$ cat config.mk
export PLATFORM = sky130hd
export DESIGN_NAME = ipv4_receive_header_checker_unit
export DESIGN_NICKNAME = d
export VERILOG_FILES = /design/src/hw/rtl/ipv4rhc_pkg.sv /design/src/hw/rtl/ipv4rhc_parse.sv /design/src/hw/rtl/ipv4rhc_verdict.sv /design/src/hw/rtl/ipv4_receive_header_checker_unit.sv
export VERILOG_INCLUDE_DIRS = /design/src /design/src/hw/rtl
export SDC_FILE = /design/constraint.sdc
export NUM_CORES = 1
export LEC_CHECK = 0
export CAP_MARGIN = 10
export CORE_MARGIN = 2
export CORE_UTILIZATION = 59
export CTS_BUF_LIST = sky130_fd_sc_hd__clkbuf_16
export DETAILED_ROUTE_END_ITERATION = 10
export DONT_BUFFER_PORTS = 1
export PLACE_DENSITY = 0.82
export SLEW_MARGIN = 20
export SYNTH_ARGS = -nofsm -noshare
export SYNTH_HDL_FRONTEND = slang
export SYNTH_SLANG_ARGS = --single-unit
$ cat constraint.sdc
create_clock -name aclk -period 7.45 [get_ports aclk]
set_input_delay 0 -clock aclk [delete_from_list [all_inputs] [get_ports aclk]]
set_output_delay 0 -clock aclk [all_outputs]
set_load 0.1 [all_outputs]
$ cat src/hw/rtl/ipv4_receive_header_checker_unit_defines.svh
// Assertion macros shared by the IPv4 receive header checker RTL.
`ifndef IPV4_RECEIVE_HEADER_CHECKER_UNIT_DEFINES_SVH
`define IPV4_RECEIVE_HEADER_CHECKER_UNIT_DEFINES_SVH

// Same-cycle implication, checked outside reset.
`define IPV4RHC_ASSERT_IMP(lbl, clk, rst_n, ante, cons, msg) \
    lbl: assert property (@(posedge clk) disable iff (!(rst_n)) (ante) |-> (cons)) \
        else $error(msg);

// Next-cycle implication, checked outside reset.
`define IPV4RHC_ASSERT_NXT(lbl, clk, rst_n, ante, cons, msg) \
    lbl: assert property (@(posedge clk) disable iff (!(rst_n)) (ante) |=> (cons)) \
        else $error(msg);

`endif

$ cat src/hw/rtl/ipv4rhc_pkg.sv
// Types and constants of the IPv4 receive header checker.
`timescale 1ns / 1ps
`default_nettype none
package ipv4rhc_pkg;

    typedef enum logic [2:0] {
        VERDICT_DELIVER        = 3'd0,
        VERDICT_SHORT          = 3'd1,
        VERDICT_BAD_HEADER     = 3'd2,
        VERDICT_BAD_CHECKSUM   = 3'd3,
        VERDICT_NOT_FOR_US     = 3'd4,
        VERDICT_PROTO_UNREACH  = 3'd5
    } verdict_e_t;

    localparam logic [15:0] MIN_HDR_BYTES = 16'd20;
    localparam logic [3:0]  MIN_IHL       = 4'd5;
    localparam logic [3:0]  IP_VERSION    = 4'd4;
    localparam logic [7:0]  PROTO_ICMP    = 8'd1;
    localparam logic [7:0]  PROTO_UDP     = 8'd17;
    localparam logic [15:0] COUNT_MAX     = 16'hFFFF;

    // Byte offsets of the fixed header fields.
    localparam logic [15:0] OFS_VER_IHL   = 16'd0;
    localparam logic [15:0] OFS_TLEN_HI   = 16'd2;
    localparam logic [15:0] OFS_TLEN_LO   = 16'd3;
    localparam logic [15:0] OFS_PROTO     = 16'd9;
    localparam logic [15:0] OFS_CSUM_HI   = 16'd10;
    localparam logic [15:0] OFS_CSUM_LO   = 16'd11;
    localparam logic [15:0] OFS_SRC_FIRST = 16'd12;
    localparam logic [15:0] OFS_SRC_LAST  = 16'd15;
    localparam logic [15:0] OFS_DST_FIRST = 16'd16;
    localparam logic [15:0] OFS_DST_LAST  = 16'd19;

    typedef struct packed {
        logic [7:0] data_byte;
        logic       last_byte;
    } in_item_t;

    typedef struct packed {
        logic [2:0]  verdict;
        logic [7:0]  protocol_num;
        logic [31:0] source_ip;
        logic [5:0]  header_bytes;
        logic [15:0] payload_length;
    } out_item_t;

    // Header state as it stands once the current byte is taken in.
    typedef struct packed {
        logic [7:0]  version_ihl;
        logic [15:0] total_length;
        logic [7:0]  proto_field;
        logic [15:0] stored_checksum;
        logic [31:0] source_addr;
        logic [31:0] dest_addr;
        logic [15:0] csum_folded;
        logic [15:0] received;
    } hdr_view_t;

endpackage
`default_nettype wire

$ cat src/hw/rtl/ipv4rhc_parse.sv
// Header field capture, byte counter and running ones-complement checksum.
`timescale 1ns / 1ps
`default_nettype none
`include "ipv4_receive_header_checker_unit_defines.svh"
module ipv4rhc_parse
    import ipv4rhc_pkg::*;
(
    input  wire logic       aclk,
    input  wire logic       aresetn,
    input  wire logic       step,
    input  wire logic [7:0] in_byte,
    input  wire logic       in_last,
    output hdr_view_t       view
);

    logic [15:0] byte_count_reg, byte_count_next, count_sat;
    logic [15:0] sum_reg, sum_next, sum_upd;
    logic [7:0]  pending_reg, pending_next, pending_upd;
    logic [7:0]  vihl_reg, vihl_next, vihl_upd;
    logic [15:0] tlen_reg, tlen_next, tlen_upd;
    logic [7:0]  proto_reg, proto_next, proto_upd;
    logic [15:0] csum_reg, csum_next, csum_upd;
    logic [31:0] src_reg, src_next, src_upd;
    logic [31:0] dst_reg, dst_next, dst_upd;
    logic [5:0]  hb;
    logic [7:0]  word_lo;
    logic [16:0] sum17;

    always_comb begin
        vihl_upd    = (byte_count_reg == OFS_VER_IHL) ? in_byte : vihl_reg;
        hb          = {vihl_upd[3:0], 2'b00};
        tlen_upd    = tlen_reg;
        proto_upd   = proto_reg;
        csum_upd    = csum_reg;
        src_upd     = src_reg;
        dst_upd     = dst_reg;
        pending_upd = pending_reg;
        sum_upd     = sum_reg;
        sum17       = 17'd0;

        case (byte_count_reg)
            OFS_TLEN_HI: tlen_upd  = {in_byte, tlen_reg[7:0]};
            OFS_TLEN_LO: tlen_upd  = {tlen_reg[15:8], in_byte};
            OFS_PROTO:   proto_upd = in_byte;
            OFS_CSUM_HI: csum_upd  = {in_byte, csum_reg[7:0]};
            OFS_CSUM_LO: csum_upd  = {csum_reg[15:8], in_byte};
            default: ;
        endcase
        if (byte_count_reg inside {[OFS_SRC_FIRST:OFS_SRC_LAST]}) begin
            src_upd = {src_reg[23:0], in_byte};
        end
        if (byte_count_reg inside {[OFS_DST_FIRST:OFS_DST_LAST]}) begin
            dst_upd = {dst_reg[23:0], in_byte};
        end

        // Checksum field counts as zero; end-around carry keeps a 16-bit sum.
        word_lo = (byte_count_reg inside {OFS_CSUM_HI, OFS_CSUM_LO}) ? 8'd0 : in_byte;
        if (byte_count_reg < {10'd0, hb}) begin
            if (!byte_count_reg[0]) begin
                pending_upd = word_lo;
            end else begin
                sum17   = {1'b0, sum_reg} + {1'b0, pending_reg, word_lo};
                sum_upd = sum17[15:0] + {15'd0, sum17[16]};
            end
        end

        count_sat = (byte_count_reg != COUNT_MAX) ? byte_count_reg + 16'd1 : byte_count_reg;

        view.version_ihl     = vihl_upd;
        view.total_length    = tlen_upd;
        view.proto_field     = proto_upd;
        view.stored_checksum = csum_upd;
        view.source_addr     = src_upd;
        view.dest_addr       = dst_upd;
        view.csum_folded     = sum_upd;
        view.received        = count_sat;

        // Hold when idle, clear after the last byte of a packet.
        byte_count_next = byte_count_reg;
        sum_next        = sum_reg;
        pending_next    = pending_reg;
        vihl_next       = vihl_reg;
        tlen_next       = tlen_reg;
        proto_next      = proto_reg;
        csum_next       = csum_reg;
        src_next        = src_reg;
        dst_next        = dst_reg;
        if (step) begin
            if (in_last) begin
                byte_count_next = '0;
                sum_next        = '0;
                pending_next    = '0;
                vihl_next       = '0;
                tlen_next       = '0;
                proto_next      = '0;
                csum_next       = '0;
                src_next        = '0;
                dst_next        = '0;
            end else begin
                byte_count_next = count_sat;
                sum_next        = sum_upd;
                pending_next    = pending_upd;
                vihl_next       = vihl_upd;
                tlen_next       = tlen_upd;
                proto_next      = proto_upd;
                csum_next       = csum_upd;
                src_next        = src_upd;
                dst_next        = dst_upd;
            end
        end
    end

    always_ff @(posedge aclk) begin
        if (!aresetn) begin
            byte_count_reg <= '0;
            sum_reg        <= '0;
            pending_reg    <= '0;
            vihl_reg       <= '0;
            tlen_reg       <= '0;
            proto_reg      <= '0;
            csum_reg       <= '0;
            src_reg        <= '0;
            dst_reg        <= '0;
        end else begin
            byte_count_reg <= byte_count_next;
            sum_reg        <= sum_next;
            pending_reg    <= pending_next;
            vihl_reg       <= vihl_next;
            tlen_reg       <= tlen_next;
            proto_reg      <= proto_next;
            csum_reg       <= csum_next;
            src_reg        <= src_next;
            dst_reg        <= dst_next;
        end
    end

    `IPV4RHC_ASSERT_NXT(a_clear_after_last, aclk, aresetn, step && in_last,
        byte_count_reg == 16'd0 && sum_reg == 16'd0, "packet state not cleared after last item")
    `IPV4RHC_ASSERT_NXT(a_count_advance, aclk, aresetn,
        step && !in_last && byte_count_reg != COUNT_MAX,
        byte_count_reg == $past(byte_count_reg) + 16'd1, "byte counter did not advance")

endmodule
`default_nettype wire

$ cat src/hw/rtl/ipv4rhc_verdict.sv
// Verdict decision and the result register.
`timescale 1ns / 1ps
`default_nettype none
module ipv4rhc_verdict
    import ipv4rhc_pkg::*;
(
    input  wire logic        aclk,
    input  wire logic        aresetn,
    input  wire logic        load,
    input  wire logic        m_ready,
    input  wire hdr_view_t   view,
    input  wire logic [31:0] local_ip,
    output logic             m_valid,
    output out_item_t        m_data
);

    logic       m_valid_reg, m_valid_next;
    out_item_t  m_data_reg, m_data_next;
    verdict_e_t verdict;
    logic [5:0] hb;
    logic       bad_hdr;
    logic [15:0] payload;

    always_comb begin
        hb      = {view.version_ihl[3:0], 2'b00};
        bad_hdr = (view.version_ihl[7:4] != IP_VERSION) ||
                  (view.version_ihl[3:0] < MIN_IHL) ||
                  (view.total_length > view.received) ||
                  ({10'd0, hb} > view.total_length) ||
                  ({10'd0, hb} > view.received);
        payload = '0;
        if (view.received < MIN_HDR_BYTES) begin
            verdict = VERDICT_SHORT;
        end else if (bad_hdr) begin
            verdict = VERDICT_BAD_HEADER;
        end else begin
            payload = view.total_length - {10'd0, hb};
            if (~view.csum_folded != view.stored_checksum) begin
                verdict = VERDICT_BAD_CHECKSUM;
            end else if (view.dest_addr != local_ip) begin
                verdict = VERDICT_NOT_FOR_US;
            end else if (!(view.proto_field inside {PROTO_ICMP, PROTO_UDP})) begin
                verdict = VERDICT_PROTO_UNREACH;
            end else begin
                verdict = VERDICT_DELIVER;
            end
        end

        m_data_next = m_data_reg;
        m_valid_next = m_valid_reg;
        if (load) begin
            m_valid_next                = 1'b1;
            m_data_next.verdict         = verdict;
            m_data_next.protocol_num    = view.proto_field;
            m_data_next.source_ip       = view.source_addr;
            m_data_next.header_bytes    = hb;
            m_data_next.payload_length  = payload;
        end else if (m_ready) begin
            m_valid_next = 1'b0;
        end
    end

    always_ff @(posedge aclk) begin
        if (!aresetn) begin
            m_valid_reg <= 1'b0;
        end else begin
            m_valid_reg <= m_valid_next;
        end
    end

    always_ff @(posedge aclk) begin
        m_data_reg <= m_data_next;
    end

    assign m_valid = m_valid_reg;
    assign m_data  = m_data_reg;

endmodule
`default_nettype wire

$ cat src/hw/rtl/ipv4_receive_header_checker_unit.sv
// Top level of the IPv4 receive header checker.
//
// Usage:
//   s_valid/s_ready/s_data carry one packet byte per item, in wire order,
//   with last_byte set on the final byte of the packet. Every byte is
//   checked against the fixed IPv4 header; on the last byte one result item
//   leaves on m_valid/m_ready/m_data with the verdict, protocol, source
//   address, header length and payload length. Other bytes give no result.
//   cfg_valid/cfg_ready/cfg_data write the local IPv4 address; cfg_ready is
//   always high. Write it only while no packet is in flight.
// Timing:
//   One byte per clock sustained while no last byte is held by a stall. Each
//   byte sits in the input register while the parser and verdict logic
//   settle; a last byte then loads the result register, which drives m_valid.
// Reset (aresetn low, synchronous): the local address reads zero, the
//   packet state clears and both registers empty.
// Stall: while a result waits on m_ready, bytes that are not last still
//   flow; a last byte holds in the input register until the result
//   register frees, and s_ready stays low for as long as it holds.
`timescale 1ns / 1ps
`default_nettype none
`include "ipv4_receive_header_checker_unit_defines.svh"
module ipv4_receive_header_checker_unit
    import ipv4rhc_pkg::*;
(
    input  wire logic        aclk,
    input  wire logic        aresetn,
    input  wire logic        s_valid,
    output logic             s_ready,
    input  wire in_item_t    s_data,
    output logic             m_valid,
    input  wire logic        m_ready,
    output out_item_t        m_data,
    input  wire logic        cfg_valid,
    output logic             cfg_ready,
    input  wire logic [31:0] cfg_data
);

    logic        in_valid_reg, in_valid_next;
    in_item_t    in_item_reg;
    logic [31:0] local_ip_reg, local_ip_next;
    logic        out_free, advance, s_accept;
    hdr_view_t   view;

    // Advance the held byte unless it is a last byte facing a full result.
    assign out_free  = !m_valid || m_ready;
    assign advance   = in_valid_reg && (!in_item_reg.last_byte || out_free);
    assign s_ready   = !in_valid_reg || advance;
    assign s_accept  = s_valid && s_ready;
    assign cfg_ready = 1'b1;

    always_comb begin
        in_valid_next = in_valid_reg;
        if (s_accept) begin
            in_valid_next = 1'b1;
        end else if (advance) begin
            in_valid_next = 1'b0;
        end
        local_ip_next = cfg_valid ? cfg_data : local_ip_reg;
    end

    always_ff @(posedge aclk) begin
        if (!aresetn) begin
            in_valid_reg <= 1'b0;
            local_ip_reg <= '0;
        end else begin
            in_valid_reg <= in_valid_next;
            local_ip_reg <= local_ip_next;
        end
    end

    // Payload register: load on accept, hold otherwise.
    always_ff @(posedge aclk) begin
        if (s_accept) begin
            in_item_reg <= s_data;
        end
    end

    ipv4rhc_parse u_parse (
        .aclk    (aclk),
        .aresetn (aresetn),
        .step    (advance),
        .in_byte (in_item_reg.data_byte),
        .in_last (in_item_reg.last_byte),
        .view    (view)
    );

    ipv4rhc_verdict u_verdict (
        .aclk     (aclk),
        .aresetn  (aresetn),
        .load     (advance && in_item_reg.last_byte),
        .m_ready  (m_ready),
        .view     (view),
        .local_ip (local_ip_reg),
        .m_valid  (m_valid),
        .m_data   (m_data)
    );

    `IPV4RHC_ASSERT_IMP(a_mid_bytes_flow, aclk, aresetn,
        in_valid_reg && !in_item_reg.last_byte, advance, "non-last item stalled")
    `IPV4RHC_ASSERT_NXT(a_result_on_last, aclk, aresetn,
        advance && in_item_reg.last_byte, m_valid, "last item gave no result")
    `IPV4RHC_ASSERT_IMP(a_verdict_range, aclk, aresetn, m_valid,
        m_data.verdict <= VERDICT_PROTO_UNREACH, "verdict code out of range")
    `IPV4RHC_ASSERT_NXT(a_no_phantom_result, aclk, aresetn,
        !m_valid && !(advance && in_item_reg.last_byte), !m_valid, "result without last item")

endmodule
`default_nettype wire

==> results of run 1 <==
metrics by stage:
step	hold slack [ns]	worst slack, ns	total power (W)	utilization	instance area [um^2]
final	0.08732	0.4124	0.003150	0.6738	16240
after global routing	0.07927	0.1084	0.003241	0.6738	16240
after CTS	0.07368	0.5398	0.003145	0.6737	16240
after detailed placement	0.09892	0.6102	0.001762	0.6043	14570
after global placement	0.09893	0.7284	0.001758	0.6043	14570
after floorplan	0.09887	1.390	0.001722	-	14400
cell type report:
| cell class | instances | area, um^2 |
|---|---|---|
| Fill cell | 1828 | 7864 |
| Multi-Input combinational cell | 1102 | 8038 |
| Clock buffer | 29 | 725.7 |
| Clock inverter | 20 | 158.9 |
| Sequential cell | 258 | 5886 |
| Tap cell | 324 | 405.4 |
| Timing Repair Buffer | 96 | 930.9 |
| Inverter | 26 | 97.59 |
repair_timing:
item / CTS / global route
hold endpoints to repair: 204 / 0
hold buffers: 77 / 0
setup endpoints to repair: 0 / 0
gates resized for setup: 0 / 0
setup buffers: 0 / 0
logic make-up (layout without fill, tap and decap cells):
kind of cell,after synthesis,count (layout),share of synthesized area
flip-flops,258,258,0.4090
XOR/XNOR,101,101,0.06303
multiplexers,111,111,0.08103
adder cells (fa/ha/maj),50,50,0.04399
AO/OA/AOI/OAI,347,347,0.1735
AND/OR/NAND/NOR,490,490,0.1947
other,2,3,0.0005218
buffers and inverters,124,171,0.03417
routing by layer:
layer  GRT usage  wire length (um)
met5           0                 0
met4      0.1274              1710
met3     0.05065              3345
met2      0.5112             19230
met1      0.4199             17040
critical path: cells and delay by family, from the launching register on:
family                     cells  cell delay, ns
AOI/OAI and AO/OA             11            2.55
and+or+nand+nor                7            1.86
adders and majority gates      4            1.28
DFF                            1            0.51
xor gates and xnor gates       2            0.41
muxes                          1            0.12
cell usage in the layout, fill, tap and decap left out, types with 31 or more instances in the layout:
cell,Yosys,final
edfxtp_1,72,72
dfxtp_1,186,186
nand2_1,66,64
a22oi_1,133,133
o21ai_0,49,49
nor2b_1,166,166
and2_1,34,34
nor2_1,66,64
xnor2_1,68,68
a21oi_1,35,35
dlygate4sd3_1,0,76
ha_1,45,45
nand3_1,31,31
mux2i_1,71,71
mux2_2,38,38
report_power, final:
group	total (W)	switching (W)	internal [W]	leakage, nW
clock network	0.00135	0.000578	0.000774	0.450
logic	0.000259	0.000151	0.000108	3.43
registers	0.00154	0.0000750	0.00146	2.19
total	0.00315	0.000804	0.00235	6.07
worst max path at each step:
stage | from | to | slack [ns]
4_1_cts | u_parse.byte_count_reg[4]$_SDFFE_PN0P_ | u_verdict.m_data[63]$_SDFFCE_PP0P_ | 0.54
2_1_floorplan | u_parse.byte_count_reg[5]$_SDFFE_PN0P_ | u_verdict.m_data[63]$_SDFFCE_PP0P_ | 1.39
3_3_place_gp | u_parse.byte_count_reg[3]$_SDFFE_PN0P_ | u_verdict.m_data[63]$_SDFFCE_PP0P_ | 0.73
3_5_place_dp | u_parse.byte_count_reg[4]$_SDFFE_PN0P_ | u_verdict.m_data[63]$_SDFFCE_PP0P_ | 0.61
6_report | u_parse.byte_count_reg[3]$_SDFFE_PN0P_ | u_verdict.m_data[63]$_SDFFCE_PP0P_ | 0.41
5_1_grt | u_parse.byte_count_reg[4]$_SDFFE_PN0P_ | u_verdict.m_data[63]$_SDFFCE_PP0P_ | 0.11
==> impl_metrics.ini, run 1 <==
[worst_setup_path]
reg2reg_from = u_parse.byte_count_reg[3]$_SDFFE_PN0P_
path_max_fanout = 9
critPathKind = reg2reg
worstPathRequired_ns = 7.67
reg2reg_slack_ns = 0.41
slowest_delay_ns = 0.65
cp_slowest_cell = or4b_1
worst-r2r-cell-count = 25
start_kind = flop
critPathArrivalTime_ns = 7.26
reg2reg_to = u_verdict.m_data[63]$_SDFFCE_PP0P_
crit_top_cell = ha_1
cp-end-kind = flop

[final_layout]
area_growth_pct = 12.86
drive_gt1_frac = 0.09144
largest_reg_flops = 63
layout.nets = 1604
fin_cells = 1855
diodes = 0

[floorplanning]
dieArea_um2 = 25660
rows = 57
fp.dieH_um = 160.2
io_pins = 114
start_util = 0.5970
core_um2 = 24110
die_x_um = 160.2

[routing]
drtIter0Drc = 1274
wire_per_inst_um = 22.28
vias = 11950
vias_per_cell = 6.444
drt.antenna.violating_nets = 0
drc = 0
drt_wl_total_um = 41320
dr.pass1.iters = 5

[hold_path]
hp-class = in2reg
worstHoldStart = s_data[1]
min_to = in_item_reg[1]$_DFFE_PP_
hold_depth = 1

[synthesis]
yosys.area.top_type = dfxtp_1
avgSynthCellArea_um2 = 9.704
synthCells = 1483
synthArstFlopShare = 0
syn-cell-area_um2 = 14390
yosysMostFrequentCell = dfxtp_1
ys_seq_elements = 258
yosysUniqueCellTypes = 92
synthFlopType = dfxtp_1
synthTopCellsByCount = dfxtp_1 (186), nor2b_1 (166), a22oi_1 (133)
synth.area.top_cells = dfxtp_1 (26%), edfxtp_1 (15%), nor2b_1 (7.2%), a22oi_1 (6.9%), mux2i_1 (4.9%)
yosysWarnings = 0
synth_edf_count = 72
synth_top_area_frac = 0.2587
synth_seq_area_share = 0.4090

[timing]
tightest_slew_ns = 1.243
setup_viol = 0
max_freq_mhz = 142.1
rsz0062_at_grt = no
period_share = 0.9446
maxSlewViolCount = 0
relSlewSlack = 0.1690
post-route-min-period_ns = 7.038
setup_tns_ns = 0
skew_ns = 0.02538
hold_violations = 0

[power_and_ir_drop]
powerDensity_nw_per_um2 = 193.9
leakage_nw = 6.069
vdd_ir_drop_max_mv = 0.2023

[grt]
grt_overflow = 0
grt_pass1_wl_um = 64920
antenna_found_initial = 0
grt_start_max_net_pins = 187
track_usage = 0.3142
first_global_vias = 11530

[placement]
gp_congestion = 0.9741
placed_cells = 1729
io_buffers = 0
hpwl_um = 25760

[clocking]
path_clk_slew_ns = 0.07
root_buffer = clkbuf_16
clkSinkCount = 258
cts_max_level = 1
numCtsBuffers = 27
cts_max_path_buffers = 3
tritoncts = built
clk_latency_ns = 0.55

[job]
drv_cap = 0

[outcome]
outcome = completed
Power figures use the tool's default switching activity.
==> run 2, diff against run 1 <==
- CORE_MARGIN: 2 -> 4
- clock period: 7.45 -> 7.4 ns (I/O delays scaled with it)
==> impl_metrics.ini, run 2 (same netlist as run 1, synthesis figures left out) <==
[final_layout]
layout_commonest_cell = dfxtp_1
nFillCells = 1736
drive_gt1_frac = 0.09251
layout_common_cells = dfxtp_1 (186), nor2b_1 (166), a22oi_1 (133), dlygate4sd3_1 (78), edfxtp_1 (72)
layout.nets = 1607
largest_reg_flops = 63
area_growth_pct = 12.95
fin_util = 0.6843

[clocking]
path_clk_slew_ns = 0.07
cts-resized-gates = 0
cts_max_level = 1
ctsHoldBuffers = 79
tritoncts = built
clkSinkCount = 258
cts_max_path_buffers = 3
root_buffer = clkbuf_16
numCtsBuffers = 28
clk_latency_ns = 0.56
post_cts_buffers = 0

[worst_setup_path]
critPathKind = reg2reg
start_kind = flop
worstPathRequired_ns = 7.69
cp-end-kind = flop
path_max_fanout = 12
worst-r2r-cell-count = 25
critPathArrivalTime_ns = 7.23

[floorplanning]
dieArea_um2 = 26960
die_x_um = 164.2
core_um2 = 23750
io_pins = 114
fp.dieH_um = 164.2
rows = 56
start_util = 0.6059

[timing]
period_share = 0.9380
tightest_slew_ns = 1.097
relSlewSlack = 0.2662
setup_tns_ns = 0
max_freq_mhz = 144.1
hold_violations = 0
rsz0062_at_grt = no
setup_viol = 0
post-route-min-period_ns = 6.941
skew_ns = 0.01835
maxSlewViolCount = 0

[power_and_ir_drop]
netSwitchingFraction = 0.2604
p_comb_frac = 0.082
leakage_nw = 6.094
powerDensity_nw_per_um2 = 193.9
power_switching_w = 0.0008204
pwr-share-seq = 0.492
vdd_ir_drop_max_mv = 0.2073
internal_power_w = 0.002331
p_clk_frac = 0.426

[grt]
use_met3 = 0.05546
grt_util_met2 = 0.4804
grt_pass1_wl_um = 64230
globalRouteMet1Util = 0.3877
first_global_vias = 11540
track_usage = 0.3006
gr-max-usage-layer = met2
grt_overflow = 0
antenna_found_initial = 1
grt_start_max_net_pins = 187

[placement]
hpwl_um = 25840
gp_congestion = 0.9235
io_buffers = 0

[routing]
drtIter0Drc = 1213
drc = 0
dr.pass1.iters = 8
vias_per_cell = 6.470
vias = 12000
wire_per_inst_um = 22.53
drt.antenna.violating_nets = 0
drt_wl_total_um = 41790

[outcome]
outcome = completed

[job]
drv_cap = 0

[hold_path]
hp-class = in2reg
hold_depth = 1
## run 2: cell types whose count changed in the layout (fill, tap and decap cells not counted), sizes merged
cell         before  now
clkinv           10   13
diode             0    1
dlygate4sd3      76   78
bufinv            2    1
## run 2: path summary, 6_finish.rpt
check | from | end | slack [ns]
max | u_parse.byte_count_reg[4]$_SDFFE_PN0P_ | u_verdict.m_data[62]$_SDFFCE_PP1P_ | 0.46
min | s_data[4] | in_item_reg[4]$_DFFE_PP_ | 0.07
max reg2reg | u_parse.byte_count_reg[4]$_SDFFE_PN0P_ | u_verdict.m_data[62]$_SDFFCE_PP1P_ | 0.46
min reg2reg | u_parse.tlen_reg[13]$_SDFFE_PN0P_ | u_parse.tlen_reg[13]$_SDFFE_PN0P_ | 0.54
## run 2: worst max-delay path: stages (launching register included)
cell      delay [ns]
dfxtp_1         0.43
or4b_1          0.72
nor3_4          0.36
nand2_1         0.24
and2_1          0.24
ha_1            0.23
fa_1            0.51
o221ai_1        0.21
o211ai_1        0.18
a31o_1          0.26
o211ai_1        0.29
a31o_2          0.25
nand2b_1        0.06
a21oi_1         0.14
o21bai_1        0.07
a21o_1          0.20
ha_1            0.23
nand2_1         0.11
and2b_1         0.24
nand4_1         0.18
nor3_2          0.08
xnor2_1         0.24
o21bai_1        0.08
or4_1           0.55
o41ai_2         0.42
a31oi_1         0.14
## run 2: final cells by class
class,count,area [um^2],share of cell area
Tap cell,319,399.1,0.02456
Sequential cell,258,5886,0.3621
Clock buffer,29,725.7,0.04465
Timing Repair Buffer,98,950.9,0.05850
Clock inverter,22,156.4,0.009622
Inverter,26,97.59,0.006004
Multi-Input combinational cell,1102,8036,0.4944
Antenna cell,1,2.502,0.0001540
## run 2: layer usage
layer / routed length, um / vias up
met5: 0 / -
met4: 2500 / 0
met3: 3295 / 174
li1: - / 5484
met1: 16660 / 5695
met2: 19330 / 649
## run 2: power groups by stage
stage | logic (W) | clock network (W) | registers, W
4_1_cts | 0.000248 | 0.00135 | 0.00155
2_1_floorplan | 0.000161 | 0 | 0.00157
3_3_place_gp | 0.000190 | 0 | 0.00158
3_5_place_dp | 0.000194 | 0 | 0.00158
5_1_grt | 0.000275 | 0.00141 | 0.00155
6_report | 0.000258 | 0.00134 | 0.00155
## run 2: stage by stage
| step | hold slack [ns] | instance area, um^2 | setup slack, ns | power, W | instances |
|---|---|---|---|---|---|
| 3_5_place_dp | 0.09893 | 14560 | 0.5596 | 0.001773 | 1724 |
| 6_report | 0.07246 | 16250 | 0.4587 | 0.003151 | 1855 |
| 5_1_grt | 0.07167 | 16250 | 0.05661 | 0.003235 | 1855 |
| 2_1_floorplan | 0.09887 | 14400 | 1.340 | 0.001733 | 1484 |
| 3_3_place_gp | 0.09893 | 14560 | 0.7306 | 0.001769 | 1724 |
| 4_1_cts | 0.04758 | 16250 | 0.5422 | 0.003146 | 1854 |
==> run 3, diff against run 2 <==
==> constraint.sdc (replaced) <==
create_clock -name aclk -period 7.4 [get_ports aclk]
set_input_delay 0 -clock aclk [delete_from_list [all_inputs] [get_ports aclk]]
set_output_delay 0 -clock aclk [all_outputs]
set_load 0.005 [all_outputs]
==> impl_metrics.ini, run 3 (same netlist as run 1, synthesis figures left out) <==
[power_and_ir_drop]
powerDensity_nw_per_um2 = 189.9
vdd_ir_drop_max_mv = 0.1864
leakage_nw = 6.088

[final_layout]
layout_common_cells = dfxtp_1 (186), nor2b_1 (166), a22oi_1 (133), dlygate4sd3_1 (76), edfxtp_1 (72)
largest_reg_flops = 63
layout_commonest_cell = dfxtp_1
layout.nets = 1606
nFillCells = 1720
area_growth_pct = 12.85
fin_cells = 1855
drive_gt1_frac = 0.09186

[outcome]
outcome = completed

[floorplanning]
dieArea_um2 = 26960
rows = 56
start_util = 0.6059
fp.dieH_um = 164.2
core_um2 = 23750
io_pins = 114
die_x_um = 164.2

[timing]
maxSlewViolCount = 0
skew_ns = 0.02119
post-route-min-period_ns = 6.976
setup_tns_ns = 0
rsz0062_at_grt = no
hold_violations = 0
setup_viol = 0
tightest_slew_ns = 1.085
max_freq_mhz = 143.3
relSlewSlack = 0.2744
hold_slack_ns = 0.08012
period_share = 0.9427

[grt]
antenna_found_initial = 1
track_usage = 0.2972
first_global_vias = 11700
grt_pass1_wl_um = 64310
grt_start_max_net_pins = 187
grt_overflow = 0

[worst_setup_path]
reg2reg_from = u_parse.byte_count_reg[3]$_SDFFE_PN0P_
critPathBufInv = 0
start_kind = flop
cp_num_cells = 25
worstPathRequired_ns = 7.67
critPathArrivalTime_ns = 7.25
worst-r2r-cell-count = 25
cp_slowest_cell = or4b_1
reg2reg_slack_ns = 0.42
cp-endpoint = u_verdict.m_data[62]$_SDFFCE_PP1P_
reg2reg_to = u_verdict.m_data[62]$_SDFFCE_PP1P_
slowest_delay_ns = 0.65
path_max_fanout = 9
cp_top_family = compound AO/OA/AOI/OAI gates
critPathKind = reg2reg
critical_path.startpoint = u_parse.byte_count_reg[3]$_SDFFE_PN0P_
cp-end-kind = flop

[routing]
drt.antenna.violating_nets = 0
dr.pass1.iters = 6
wire_per_inst_um = 22.05
drtIter0Drc = 1305
drc = 0
vias = 11960
drt_wl_total_um = 40910
vias_per_cell = 6.447

[placement]
hpwl_um = 25970
gp_congestion = 0.9216
io_buffers = 0
placed_cells = 1725

[clocking]
path_clk_slew_ns = 0.07
tritoncts = built
cts_max_path_buffers = 3
numCtsBuffers = 28
clk_latency_ns = 0.55
clkSinkCount = 258
root_buffer = clkbuf_16
cts_max_level = 1

[job]
drv_cap = 0

[hold_path]
hp-class = in2reg
[run 3: worst min-delay path by stage]
stage                         start                  endpoint  slack, ns  cells after the start
after global placement    s_data[2]  in_item_reg[2]$_DFFE_PP_        0.1                      0
after floorplan           s_data[0]  in_item_reg[0]$_DFFE_PP_        0.1                      0
after global routing      s_data[3]  in_item_reg[3]$_DFFE_PP_       0.07                      1
after CTS                 s_data[3]  in_item_reg[3]$_DFFE_PP_       0.07                      1
after detailed placement  s_data[4]  in_item_reg[4]$_DFFE_PP_        0.1                      0
final                     s_data[1]  in_item_reg[1]$_DFFE_PP_       0.08                      1
[run 3: routing by layer]
layer / track usage / vias to the layer above / share of wire
met5: 0 / - / 0
met4: 0.1342 / 0 / 0.047
met3: 0.04718 / 143 / 0.073
met2: 0.4843 / 572 / 0.47
met1: 0.3900 / 5758 / 0.41
li1: - / 5486 / -
[run 3: power by group]
part           switching [W]  internal, W
Clock               0.000589     0.000749
Combinational       0.000144     0.000109
Sequential         0.0000196      0.00147
[run 3: final cells by class]
type | instances | area (um^2) | share of cell area
diodes | 1 | 2.502 | 0.0001541
clock buffers | 29 | 725.7 | 0.04468
clock inverters | 23 | 155.1 | 0.009553
inverters | 26 | 97.59 | 0.006009
multi-input cells | 1102 | 8036 | 0.4948
flip-flops and latches | 258 | 5886 | 0.3624
well taps | 319 | 399.1 | 0.02458
repair buffers | 97 | 938.4 | 0.05778
[run 3: repair_timing]
item | CTS | global route
setup buffers | 0 | 0
gates resized for setup | 0 | 0
hold buffers | 77 | 0
hold endpoints to repair | 204 | 0
endpoints found under the setup margin | 0 | 0
[run 3: worst register-to-register path, delay by kind of cell (launching register included)]
kind / cells / cell delay (ns)
AOI/OAI and AO/OA: 12 / 2.72
xor gates and xnor gates: 2 / 0.37
adders and majority gates: 4 / 1.25
DFF: 1 / 0.51
and+or+nand+nor: 7 / 1.84
[run 3: stage by stage]
stage               utilization  instance area (um^2)  total power, W  setup slack (ns)
CTS                      0.6835                 16240        0.003075            0.5218
detailed placement       0.6133                 14570        0.001711            0.5574
global route             0.6837                 16240        0.003181           0.03959
floorplan                     -                 14400        0.001671             1.340
finish                   0.6837                 16240        0.003084            0.4240
global placement         0.6133                 14570        0.001708            0.7329
